## src/rtl/swc_pkg.sv

```systemverilog
// ----------------------------------------------------------------------------
// swc_pkg: shared types and constants of the stopwatch/countdown controller
// Holds the time width, the one-hot mode type, the controller state record,
// the reciprocal used to split the shown time into minutes and seconds, and
// the field widths of the stream channels.
// ----------------------------------------------------------------------------
package swc_pkg;

	// Width of the elapsed time and the preset, in seconds.
	localparam int unsigned TIME_BITS = 16;
	localparam logic [TIME_BITS-1:0] TIME_MAX = {TIME_BITS{1'b1}};

	// Seconds per minute and the largest seconds value.
	localparam int unsigned SEC_PER_MIN = 60;
	localparam int unsigned SEC_MAX     = 59;

	// Output field widths.
	localparam int unsigned MODE_CODE_W = 3;
	localparam int unsigned MIN_W       = 11;
	localparam int unsigned SEC_W       = 6;

	// Stream widths: tdata is padded to whole bytes.
	localparam int unsigned KEY_W        = 4;
	localparam int unsigned IN_TDATA_W   = 8;
	localparam int unsigned IN_TUSER_W   = 1;
	localparam int unsigned OUT_FIELDS_W = MODE_CODE_W + 1 + MIN_W + SEC_W + 1;
	localparam int unsigned OUT_TDATA_W  = ((OUT_FIELDS_W + 7) / 8) * 8;

	// Request kinds carried in tuser.
	localparam logic REQ_TICK = 1'b0;
	localparam logic REQ_KEY  = 1'b1;

	// Key bit positions, lowest has priority.
	localparam int unsigned KEY_MODE  = 0;
	localparam int unsigned KEY_SET   = 1;
	localparam int unsigned KEY_START = 2;
	localparam int unsigned KEY_OK    = 3;

	// Reported mode codes.
	localparam logic [MODE_CODE_W-1:0] CODE_STOPPED  = 3'd0;
	localparam logic [MODE_CODE_W-1:0] CODE_RUNNING  = 3'd1;
	localparam logic [MODE_CODE_W-1:0] CODE_PAUSED   = 3'd2;
	localparam logic [MODE_CODE_W-1:0] CODE_SETMIN   = 3'd3;
	localparam logic [MODE_CODE_W-1:0] CODE_SETSEC   = 3'd4;
	localparam logic [MODE_CODE_W-1:0] CODE_FINISHED = 3'd5;

	// Exact floor(x / 60) for x < 2**TIME_BITS: (x * RECIP) >> RECIP_SHIFT.
	localparam int unsigned RECIP_SHIFT = TIME_BITS + 6;
	localparam int unsigned RECIP_W     = RECIP_SHIFT - 5;
	localparam logic [RECIP_W-1:0] RECIP =
		RECIP_W'(((64'd1 << RECIP_SHIFT) + 64'(SEC_MAX)) / 64'(SEC_PER_MIN));
	localparam int unsigned PROD_W = TIME_BITS + RECIP_W;

	// Controller modes, one-hot.
	typedef enum logic [5:0] {
		MODE_STOPPED  = 6'b000001,
		MODE_RUNNING  = 6'b000010,
		MODE_PAUSED   = 6'b000100,
		MODE_SETMIN   = 6'b001000,
		MODE_SETSEC   = 6'b010000,
		MODE_FINISHED = 6'b100000
	} mode_t;

	// Architectural state of the controller.
	typedef struct packed {
		mode_t                mode;
		logic                 down;
		logic [TIME_BITS-1:0] elapsed;
		logic [TIME_BITS-1:0] preset;
		logic                 blink;
	} state_t;

	// One result item.
	typedef struct packed {
		logic                   inverted;
		logic [SEC_W-1:0]       shown_seconds;
		logic [MIN_W-1:0]       shown_minutes;
		logic                   counting_down;
		logic [MODE_CODE_W-1:0] mode_code;
	} result_t;

	// Reported code of a mode.
	function automatic logic [MODE_CODE_W-1:0] mode_code(input mode_t m);
		logic [MODE_CODE_W-1:0] c;
		case (m)
			MODE_STOPPED:  c = CODE_STOPPED;
			MODE_RUNNING:  c = CODE_RUNNING;
			MODE_PAUSED:   c = CODE_PAUSED;
			MODE_SETMIN:   c = CODE_SETMIN;
			MODE_SETSEC:   c = CODE_SETSEC;
			MODE_FINISHED: c = CODE_FINISHED;
			default:       c = CODE_STOPPED;
		endcase
		return c;
	endfunction

endpackage

```

## src/rtl/swc_core.sv

```systemverilog
// ----------------------------------------------------------------------------
// swc_core: input register and mode/time state update
// Registers each accepted request, then applies it to the controller state
// once the previous state has been taken or none is pending. A valid flag marks
// state that has not yet been handed to the result stage.
// ----------------------------------------------------------------------------
module swc_core (
	input  logic                              clk,
	input  logic                              arst_n,
	input  logic                              s_tvalid,
	output logic                              s_tready,
	input  logic [swc_pkg::IN_TDATA_W-1:0]    s_tdata,   // [3:0] key_bits
	input  logic [swc_pkg::IN_TUSER_W-1:0]    s_tuser,   // [0] req_type
	output swc_pkg::state_t                   st,
	output logic                              st_valid,
	input  logic                              st_take
);
	import swc_pkg::*;

	logic               v_s1;
	logic               req_s1;
	logic [KEY_W-1:0]   keys_s1;
	logic               upd_en;
	logic               in_en;
	state_t             st_q;
	state_t             st_nxt;
	logic               st_valid_q;
	logic [TIME_BITS:0] preset_plus_min;
	logic [TIME_BITS:0] preset_plus_sec;

	// Stage enables: the state may move when its last result is taken.
	assign upd_en   = v_s1 && (!st_valid_q || st_take);
	assign in_en    = !v_s1 || upd_en;
	assign s_tready = in_en;

	// Input register.
	always_ff @(posedge clk or negedge arst_n) begin
		if (!arst_n) begin
			v_s1 <= 1'b0;
		end else if (in_en) begin
			v_s1 <= s_tvalid;
		end
	end

	always_ff @(posedge clk) begin
		if (in_en && s_tvalid) begin
			req_s1  <= s_tuser[0];
			keys_s1 <= s_tdata[KEY_W-1:0];
		end
	end

	// Saturating preset increments.
	assign preset_plus_min = {1'b0, st_q.preset} + (TIME_BITS+1)'(SEC_PER_MIN);
	assign preset_plus_sec = {1'b0, st_q.preset} + (TIME_BITS+1)'(1);

	// Next state for the registered request.
	always_comb begin
		st_nxt = st_q;
		if (req_s1 == REQ_TICK) begin
			if (st_q.mode == MODE_RUNNING) begin
				if (st_q.down) begin
					if (st_q.elapsed == '0) begin
						st_nxt.mode = MODE_FINISHED;
					end else begin
						st_nxt.elapsed = st_q.elapsed - TIME_BITS'(1);
					end
				end else if (st_q.elapsed != TIME_MAX) begin
					st_nxt.elapsed = st_q.elapsed + TIME_BITS'(1);
				end
			end
			if (st_q.mode == MODE_SETMIN || st_q.mode == MODE_SETSEC) begin
				st_nxt.elapsed = st_q.preset;
			end
			if (st_nxt.mode == MODE_FINISHED) begin
				st_nxt.blink = ~st_q.blink;
			end
		end else if (keys_s1[KEY_MODE]) begin
			case (st_q.mode)
				MODE_STOPPED: st_nxt.down = ~st_q.down;
				MODE_SETMIN: begin
					st_nxt.preset = preset_plus_min[TIME_BITS] ? TIME_MAX
						: preset_plus_min[TIME_BITS-1:0];
				end
				MODE_SETSEC: begin
					st_nxt.preset = preset_plus_sec[TIME_BITS] ? TIME_MAX
						: preset_plus_sec[TIME_BITS-1:0];
				end
				MODE_FINISHED: begin
					st_nxt.blink   = 1'b0;
					st_nxt.mode    = MODE_STOPPED;
					st_nxt.elapsed = '0;
				end
				default: st_nxt = st_q;
			endcase
		end else if (keys_s1[KEY_SET]) begin
			case (st_q.mode)
				MODE_STOPPED: st_nxt.mode = MODE_SETMIN;
				MODE_RUNNING: st_nxt.mode = MODE_PAUSED;
				MODE_PAUSED:  st_nxt.mode = MODE_RUNNING;
				MODE_SETMIN: begin
					if (st_q.preset > TIME_BITS'(SEC_MAX)) begin
						st_nxt.preset = st_q.preset - TIME_BITS'(SEC_PER_MIN);
					end
				end
				MODE_SETSEC: begin
					if (st_q.preset != '0) begin
						st_nxt.preset = st_q.preset - TIME_BITS'(1);
					end
				end
				MODE_FINISHED: begin
					st_nxt.blink   = 1'b0;
					st_nxt.elapsed = st_q.down ? st_q.preset : '0;
					st_nxt.mode    = MODE_RUNNING;
				end
				default: st_nxt = st_q;
			endcase
		end else if (keys_s1[KEY_START]) begin
			case (st_q.mode)
				MODE_STOPPED: begin
					st_nxt.mode = MODE_RUNNING;
					if (st_q.down) begin
						st_nxt.elapsed = st_q.preset;
					end
				end
				MODE_RUNNING: st_nxt.mode = MODE_FINISHED;
				MODE_PAUSED:  st_nxt.mode = MODE_FINISHED;
				MODE_SETMIN:  st_nxt.mode = MODE_SETSEC;
				MODE_SETSEC:  st_nxt.mode = MODE_SETMIN;
				default:      st_nxt = st_q;
			endcase
		end else if (keys_s1[KEY_OK]) begin
			if (st_q.mode == MODE_SETMIN || st_q.mode == MODE_SETSEC) begin
				st_nxt.mode = MODE_STOPPED;
			end
		end
	end

	// Controller state and its pending flag.
	always_ff @(posedge clk or negedge arst_n) begin
		if (!arst_n) begin
			st_q.mode    <= MODE_STOPPED;
			st_q.down    <= 1'b0;
			st_q.elapsed <= '0;
			st_q.preset  <= '0;
			st_q.blink   <= 1'b0;
			st_valid_q   <= 1'b0;
		end else begin
			if (upd_en) begin
				st_q <= st_nxt;
			end
			if (upd_en) begin
				st_valid_q <= 1'b1;
			end else if (st_take) begin
				st_valid_q <= 1'b0;
			end
		end
	end

	assign st       = st_q;
	assign st_valid = st_valid_q;

endmodule

```

## src/rtl/swc_fmt.sv

```systemverilog
// ----------------------------------------------------------------------------
// swc_fmt: result stage
// Selects the shown time, splits it into minutes and seconds with a
// reciprocal multiply, and holds the result item in the output register.
// ----------------------------------------------------------------------------
module swc_fmt (
	input  logic            clk,
	input  logic            arst_n,
	input  swc_pkg::state_t st,
	input  logic            st_valid,
	output logic            st_take,
	output logic            res_valid,
	input  logic            res_ready,
	output swc_pkg::result_t res
);
	import swc_pkg::*;

	logic [TIME_BITS-1:0] shown;
	logic [PROD_W-1:0]    prod;
	logic [TIME_BITS-1:0] quot;
	logic [TIME_BITS-1:0] quot_x60;
	logic [TIME_BITS-1:0] rem;
	logic                 res_valid_q;
	result_t              res_q;

	// The set modes show the preset, the others the elapsed time.
	assign shown = (st.mode == MODE_SETMIN || st.mode == MODE_SETSEC) ?
		st.preset : st.elapsed;

	// Exact division by sixty: reciprocal multiply, remainder by shift-subtract.
	assign prod     = PROD_W'(shown) * PROD_W'(RECIP);
	assign quot     = TIME_BITS'(prod >> RECIP_SHIFT);
	assign quot_x60 = (quot << 6) - (quot << 2);
	assign rem      = shown - quot_x60;

	// Output register takes new state when empty or being drained.
	assign st_take = st_valid && (!res_valid_q || res_ready);

	always_ff @(posedge clk or negedge arst_n) begin
		if (!arst_n) begin
			res_valid_q <= 1'b0;
		end else if (!res_valid_q || res_ready) begin
			res_valid_q <= st_valid;
		end
	end

	always_ff @(posedge clk) begin
		if (st_take) begin
			res_q.mode_code     <= mode_code(st.mode);
			res_q.counting_down <= st.down;
			res_q.shown_minutes <= quot[MIN_W-1:0];
			res_q.shown_seconds <= rem[SEC_W-1:0];
			res_q.inverted      <= st.blink;
		end
	end

	assign res_valid = res_valid_q;
	assign res       = res_q;

endmodule

```

## src/rtl/stopwatch_countdown_controller.sv

```systemverilog
// ----------------------------------------------------------------------------
// stopwatch_countdown_controller: four-key stopwatch and countdown timer
// Requests arrive on the s_ stream: tuser selects a one-second tick or a key
// event, tdata carries the pressed keys (lowest set bit wins). Every request
// yields exactly one result transfer on the m_ stream with the mode code,
// the count direction, the shown time as minutes and seconds, and the blink
// flag.
// Order: an accepted request is held in the input register, applied to the
// state register, and its result is then loaded into the result register.
// Throughput: one request per cycle while m_tready is high; the three
// registered stages (input, state, result) each hold one item.
// Reset: the timer is stopped, counts up, time, preset and blink are zero,
// and both streams are empty.
// Stalls: when the receiver holds m_tready low, the result register holds
// its transfer, the state and input stages fill behind it, and s_tready
// drops once all three stages are full.
// ----------------------------------------------------------------------------
module stopwatch_countdown_controller (
	input  logic                             clk,
	input  logic                             arst_n,
	input  logic                             s_tvalid,
	output logic                             s_tready,
	input  logic [swc_pkg::IN_TDATA_W-1:0]   s_tdata,  // [3:0] key_bits, rest zero
	input  logic [swc_pkg::IN_TUSER_W-1:0]   s_tuser,  // [0] req_type
	output logic                             m_tvalid,
	input  logic                             m_tready,
	// [2:0] mode_code, [3] counting_down, [14:4] shown_minutes,
	// [20:15] shown_seconds, [21] inverted, rest zero
	output logic [swc_pkg::OUT_TDATA_W-1:0]  m_tdata
);
	import swc_pkg::*;

	state_t  st;
	logic    st_valid;
	logic    st_take;
	result_t res;

	// Request register and state update.
	swc_core u_core (
		.clk      (clk),
		.arst_n   (arst_n),
		.s_tvalid (s_tvalid),
		.s_tready (s_tready),
		.s_tdata  (s_tdata),
		.s_tuser  (s_tuser),
		.st       (st),
		.st_valid (st_valid),
		.st_take  (st_take)
	);

	// Shown time split and result register.
	swc_fmt u_fmt (
		.clk       (clk),
		.arst_n    (arst_n),
		.st        (st),
		.st_valid  (st_valid),
		.st_take   (st_take),
		.res_valid (m_tvalid),
		.res_ready (m_tready),
		.res       (res)
	);

	// Pack the result fields, lowest field first, padded with zeros.
	assign m_tdata = OUT_TDATA_W'(res);

endmodule

```

## config.mk

```make
export PLATFORM = sky130hd
export DESIGN_NAME = stopwatch_countdown_controller
export DESIGN_NICKNAME = d
export VERILOG_FILES = /design/src/rtl/swc_pkg.sv /design/src/rtl/swc_core.sv /design/src/rtl/swc_fmt.sv /design/src/rtl/stopwatch_countdown_controller.sv
export SDC_FILE = /design/constraint.sdc
export NUM_CORES = 1
export LEC_CHECK = 0
export ABC_AREA = 1
export ABC_CLOCK_PERIOD_IN_PS = 7800
export BUFFER_PORTS_ARGS = -buffer_cell sky130_fd_sc_hd__clkbuf_2
export CORE_MARGIN = 4
export CORE_UTILIZATION = 64
export DETAILED_ROUTE_END_ITERATION = 8
export HOLD_SLACK_MARGIN = 0.02
export PLACE_DENSITY = 0.86
export SLEW_MARGIN = 40
export SYNTH_ARGS = -nofsm -noshare
export SYNTH_HDL_FRONTEND = slang
export SYNTH_SLANG_ARGS = --single-unit
```

## constraint.sdc

```tcl
create_clock -name clk -period 7.8 [get_ports clk]
set_input_delay 0.78 -clock clk [delete_from_list [all_inputs] [get_ports clk]]
set_output_delay 0.78 -clock clk [all_outputs]
set_load 0.01 [all_outputs]
```

# Word level (Yosys, flattened, before mapping)

Index checks and enable logic that the tools add are counted.

Bitwise operators: 2
$mul: 1
Shift operators: 0
Add/subtract/negate cells: 8
Reductions and logical operators: 24
Muxes and demuxes: 39
Div/mod/pow operators: 0
Equality and inequality tests: 23
Magnitude comparators: 1

Operator list:

| cell                                                            | number |
|---|---|
| 2-to-1 mux 16 bit                                               | 16 |
| 2-to-1 mux 40 bit                                               | 2 |
| one-hot mux 16 bit (2 select lines)                             | 2 |
| 2-to-1 mux 6 bit                                                | 9 |
| 2-to-1 mux 33 bit                                               | 1 |
| multiplier 16 x 16 -> 32 bit (second input constant)            | 1 |
| subtractor 16 x 1 -> 16 bit (second input constant)             | 2 |
| one-hot mux 6 bit (4 select lines)                              | 1 |
| one-hot mux 6 bit (3 select lines)                              | 1 |
| adder 16 x 1 -> 17 bit (second input constant)                  | 1 |
| adder 16 x 6 -> 17 bit (second input constant)                  | 1 |
| adder 16 x 1 -> 16 bit (second input constant)                  | 1 |
| greater-than comparator 16 x 6 -> 1 bit (second input constant) | 1 |
| zero test 16 bit                                                | 1 |
| inequality test 16 bit (second input constant)                  | 1 |
| nonzero test 16 bit                                             | 1 |
| subtractor 16 x 6 -> 16 bit (second input constant)             | 1 |
| inequality test 3 bit (second input constant)                   | 5 |
| one-hot mux 3 bit (5 select lines)                              | 1 |
| == test 6 bit (second input constant)                           | 2 |
| inequality test 4 bit (second input constant)                   | 3 |
| inequality test 5 bit (second input constant)                   | 2 |
| AND reduction 9 bit                                             | 1 |
| inequality test 8 bit (second input constant)                   | 1 |
| other kinds (23)                                                | 40 |

Bits in read-only memories: 0
Memories: 0
Bits in latches: 0
Register bits after elaboration: 70
Output and inout bits: 26
Input bits: 13
RAM bits: 0

# Depth between registers and ports, before layout

Depth in word-level cells: 8
Gate-level depth with buffers: 31

# Modules after synthesis

Synthesis repeated with hierarchy kept, for this count alone.

Cell total of the unflattened synthesis: 1272
Area, all modules: 8764.7 um^2

Modules (own cells, without submodules):

| module                         | sequential area each (um^2) | cells each | times used | area an instance (um^2) |
|---|---|---|---|---|
| swc_core                       | 1202.4                      | 831        | 1          | 4958.5 |
| swc_fmt                        | 685.7                       | 438        | 1          | 3787.4 |
| stopwatch_countdown_controller | 0.0                         | 3          | 1          | 18.8 |

# Least setup slack after synthesis

Ideal clock, no wire load.

Path type: register to register
Start: register u_core.st_q (netlist bit u_core.st[38])
End: register u_fmt.res_q (netlist bit u_fmt.res[20]) (data pin)
Period minus slack after synthesis: 5875 ps
Arrival time: 5605 ps
Data required time: 7531 ps
Stages on the path, launching flop included: 27
Path buffers: 2
Slack: 1925 ps
Cell sequence: dfrtp_1 nor2_2 nand3_2 nand2_4 buf_8 clkbuf_1 o21ai_0 ha_1 fa_1 inv_1 fa_1 inv_1 ha_1 ha_1 ha_1 a21o_1 a21oi_1 o21ai_0 a21oi_1 o21ai_2 xor2_1 inv_1 ha_1 nand2_1 o21ai_0 xor2_1 xor3_1

Longest elaborated chain between the ends: 6
Elaborated cells on any way between the ends: 7
Classes of those cells: 2 x add/sub; 1 x mul; 2 x eq/ne; 1 x mux; 1 x reduce/logical

RTL lines:

| element                                                          | line            | source |
|---|---|---|
| start: declaration                                               | swc_core.sv:25  | `state_t st_q;` |
| start signal: assignment                                         | swc_core.sv:149 | `st_q <= st_nxt;` |
| == test 6 x 4 -> 1 bit or == test 6 x 5 -> 1 bit (tied branches) | swc_fmt.sv:27   | `assign shown = (st.mode == MODE_SETMIN \|\| st.mode == MODE_SETSEC) ?` |
| logical OR 1 bit *                                               | swc_fmt.sv:27   |  |
| 2-to-1 mux 16 bit *                                              | swc_fmt.sv:27   |  |
| multiplier 16 x 16 -> 32 bit *                                   | swc_fmt.sv:31   | `assign prod = PROD_W'(shown) * PROD_W'(RECIP);` |
| named net u_fmt.prod[23]                                         | swc_fmt.sv:19   | `logic [PROD_W-1:0] prod;` |
| subtractor 1 x 6 -> 6 bit *                                      | swc_fmt.sv:33   | `assign quot_x60 = (quot << 6) - (quot << 2);` |
| subtractor 6 bit *                                               | swc_fmt.sv:34   | `assign rem = shown - quot_x60;` |
| named net u_fmt.rem[5]                                           | swc_fmt.sv:22   | `logic [TIME_BITS-1:0] rem;` |
| end: declaration                                                 | swc_fmt.sv:24   | `result_t res_q;` |

Mark *: on every way through the listed nets, which the timed path passes. The rest lies on a longest branch.
A chain may end at the register's enable or synchronous reset.

# Worst setup path in the final report

Start: register u_core.st_q (netlist bit u_core.st[36])
End: register u_fmt.res_q (netlist bit u_fmt.res[20]) (data pin)

The elaborated chain is that of the path after synthesis.

==> flow_metrics.tcl <==
set metrics [dict create \
    global_route.peak_usage_layer "met2" \
    timing.setup.critical_path_class "reg -> reg" \
    ctsHoldBuffers 0 \
    max-slew-margin-rel_pct 46.28 \
    worstSetupStartpointType "flip-flop" \
    syn-mean-instance-area_um2 7.269 \
    hpwlAfterDp_mm 17.09 \
    detail_route.wl_per_cell_um 16.22 \
    antenna_violating_nets_post_route 0 \
    drt_pre_antenna_iters 6 \
    pin_count 39 \
    synth_top_area_share_pct 17.84 \
    critPathRequiredTime_ns 7.91 \
    cts.root.buffer_cell "clkbuf_16" \
    synth_area_leaders "ha_1 (18%), dfrtp_1 (12%), nand2_1 (10%), edfxtp_1 (9.6%), inv_1 (6.9%)" \
    synthDistinctLibCells 56 \
    initial_utilization_pct 65.90 \
    synthTopCellsByCount "nand2_1 (233), inv_1 (155), ha_1 (120)" \
    n_antenna_cell 0 \
    maximum_clock_rate_ghz 0.1402 \
    die_x_um 122.7 \
    route.detailed.drc 0 \
    worst-path-max-fanout 40 \
    synth-async-reset-ratio_pct 61.43 \
    worst_slew_pin_slew_ns 0.8058 \
    run_status "finished, final reports clean" \
    synthCells 1158 \
    cts_htree_levels 3 \
    initial_antenna_violation_count 0 \
    grt.total_usage_pct 30.52 \
    worst_hold_path_type "in -> async" \
    design.core.area_mm2 0.01277 \
    timing.clock.skew_ns 0.01390 \
    layout_cell_share_with_drive_strength_beyond_1_pct 9.396 \
    yosys_warnings 0 \
    reg_clk_slew_reported_paths_ns 0.08 \
    vias_per_cell 6.015 \
    syn_to_final_growth_pct 7.446 \
    fin_crit_ns 7.134 \
    place.port_buffers 32 \
    setup_repair_after_global_routing_missed_its_margin "false" \
    post_cts_buffers 0 \
    cp.arrival_ns 7.25 \
    num_rows 41 \
    synth-seq-cells 70 \
    finalCritPeriodShare_pct 91.46 \
    cp-end-kind "flip-flop" \
    ys_seq_area_share_pct 22.43 \
    max-clock-path-buffers 2 \
    max_cap_violation_count 0 \
    synth_edf_count 27 \
    post-synth-top-area-cell "ha_1" \
    syn-cell-area_mm2 0.008418 \
    design.final.nets 1341 \
    grt.met2_usage_pct 51.01 \
    grt_max_degree 44 \
    ctsResizeCount 0 \
    tritoncts.num_buffers 9 \
    grt-ovfl-total 0 \
    worst_skew_pair.late_latency_ns 0.36 \
    vias_after_detailed_routing 8205 \
    drt_wl_total_mm 22.13 \
    detailedRoute.firstIterationViolations 886 \
    timing_max_transition_violations_final 0 \
    use_met1_pct 38.74 \
    grt_pass1_vias 7785 \
    cts_num_sinks 70 \
    synth_most_common_cell "nand2_1" \
    grtUsageMet3_pct 5.991 \
    synthFlopType "dfrtp_1" \
    chip_height_um 122.7 \
    cts_tree "built" \
    setup_tns_ns 0 \
    setup_violations 0 \
    hold_viol_final 0 \
    first_pass_grt_wire_length_mm 36.46 \
    floorplan.die_area_mm2 0.01505 \
    place_congestion 1.031 \
]
worst max-delay path, stage by stage (launching register included):
cell	delay, ns
dfrtp_1	0.41
nor2_2	0.21
nand3_2	0.35
nand2_4	0.46
inv_2	0.23
nor2_1	0.17
o21bai_1	0.29
ha_1	0.36
ha_1	0.34
inv_1	0.07
fa_1	0.45
fa_1	0.50
inv_1	0.05
ha_1	0.29
ha_1	0.34
a21o_1	0.21
a21oi_1	0.15
o21ai_0	0.11
a21oi_1	0.16
o21ai_2	0.11
xor2_1	0.28
inv_1	0.11
ha_1	0.29
nand2_1	0.05
o21ai_0	0.19
xor2_1	0.33
xor3_1	0.37
path summary, 6_finish.rpt:
| path | from | end | slack [ns] | depth (start not counted) |
|---|---|---|---|---|
| min in group clk | u_core.v_s1 | u_core.st_valid | 0.50 | 2 |
| max in group asynchronous | arst_n | u_core.st[5] | 6.90 | 2 |
| max | u_core.st[36] | u_fmt.res[20] | 0.67 | 26 |
| min reg2reg | u_core.v_s1 | u_core.st_valid | 0.50 | 2 |
| min | arst_n | u_core.st[29] | 0.49 | 2 |
| max reg2reg | u_core.st[36] | u_fmt.res[20] | 0.67 | 26 |
per-stage QoR:
step,hold slack [ns],utilization (%),area [um^2],setup slack [ns],cells
final,0.4930,70.81,9045,0.6663,1364
after global routing,0.5239,70.81,9045,0.1847,1364
after CTS,0.5031,70.81,9045,0.6991,1364
after detailed placement,0.4879,68.47,8746,0.7389,1348
after global placement,0.4829,68.45,8743,0.9023,1348
after floorplan,0.4604,-,8422,1.925,1159
cells by family (layout without fill, tap and decap cells):
logic type               count (synthesis)  count (layout)  share of synthesized area [%]
adder cells (fa/ha/maj)                141             141                          22.83
buffers and inverters                  194             227                          9.200
AO/OA/AOI/OAI                          230             230                          15.55
AND/OR/NAND/NOR                        486             486                          25.91
multiplexers                             1               1                         0.1338
other                                    1               2                        0.04455
XOR/XNOR                                35              35                          3.909
flip-flops                              70              70                          22.43
routing by layer:
layer / wire (um) / vias to the layer above / part of all wire, %
met4: 721 / 0 / 3.3
li1: - / 3956 / -
met3: 1891 / 67 / 8.5
met2: 10550 / 400 / 48
met1: 8965 / 3782 / 41
met5: 0 / - / 0
flip-flops by register name (all words and copies together) (netlist names):
| signal | count |
|---|---|
| u_core.st | 40 |
| u_core.req_s1 | 1 |
| u_fmt.res_valid | 1 |
| u_core.keys_s1 | 4 |
| u_fmt.res | 22 |
| u_core.st_valid | 1 |
| u_core.v_s1 | 1 |
layout make-up:
class / count / area [um^2]
clock buffers: 9 / 225.2
clock inverters: 7 / 73.82
fillers: 1009 / 3729
inverters: 167 / 626.9
multi-input cells: 895 / 5766
flip-flops and latches: 70 / 1888
well taps: 172 / 215.2
repair buffers: 44 / 250.2
cell usage in the layout, fill, tap and decap left out, types with 8 or more instances in the layout:
master,n
fa_1,21
ha_1,120
o21ai_1,12
xor2_1,28
o21bai_1,8
a21oi_1,72
nand4_1,29
o211ai_1,8
clkbuf_16,9
buf_4,12
edfxtp_1,27
o21ai_0,83
dfrtp_1,42
inv_1,155
a21o_1,10
nor3_1,21
clkbuf_2,32
nand3_1,62
nor2_1,102
nand2_1,233
Power is not shown: default switching activity piles up to over one toggle a cycle in this logic, so the estimate is an artifact.
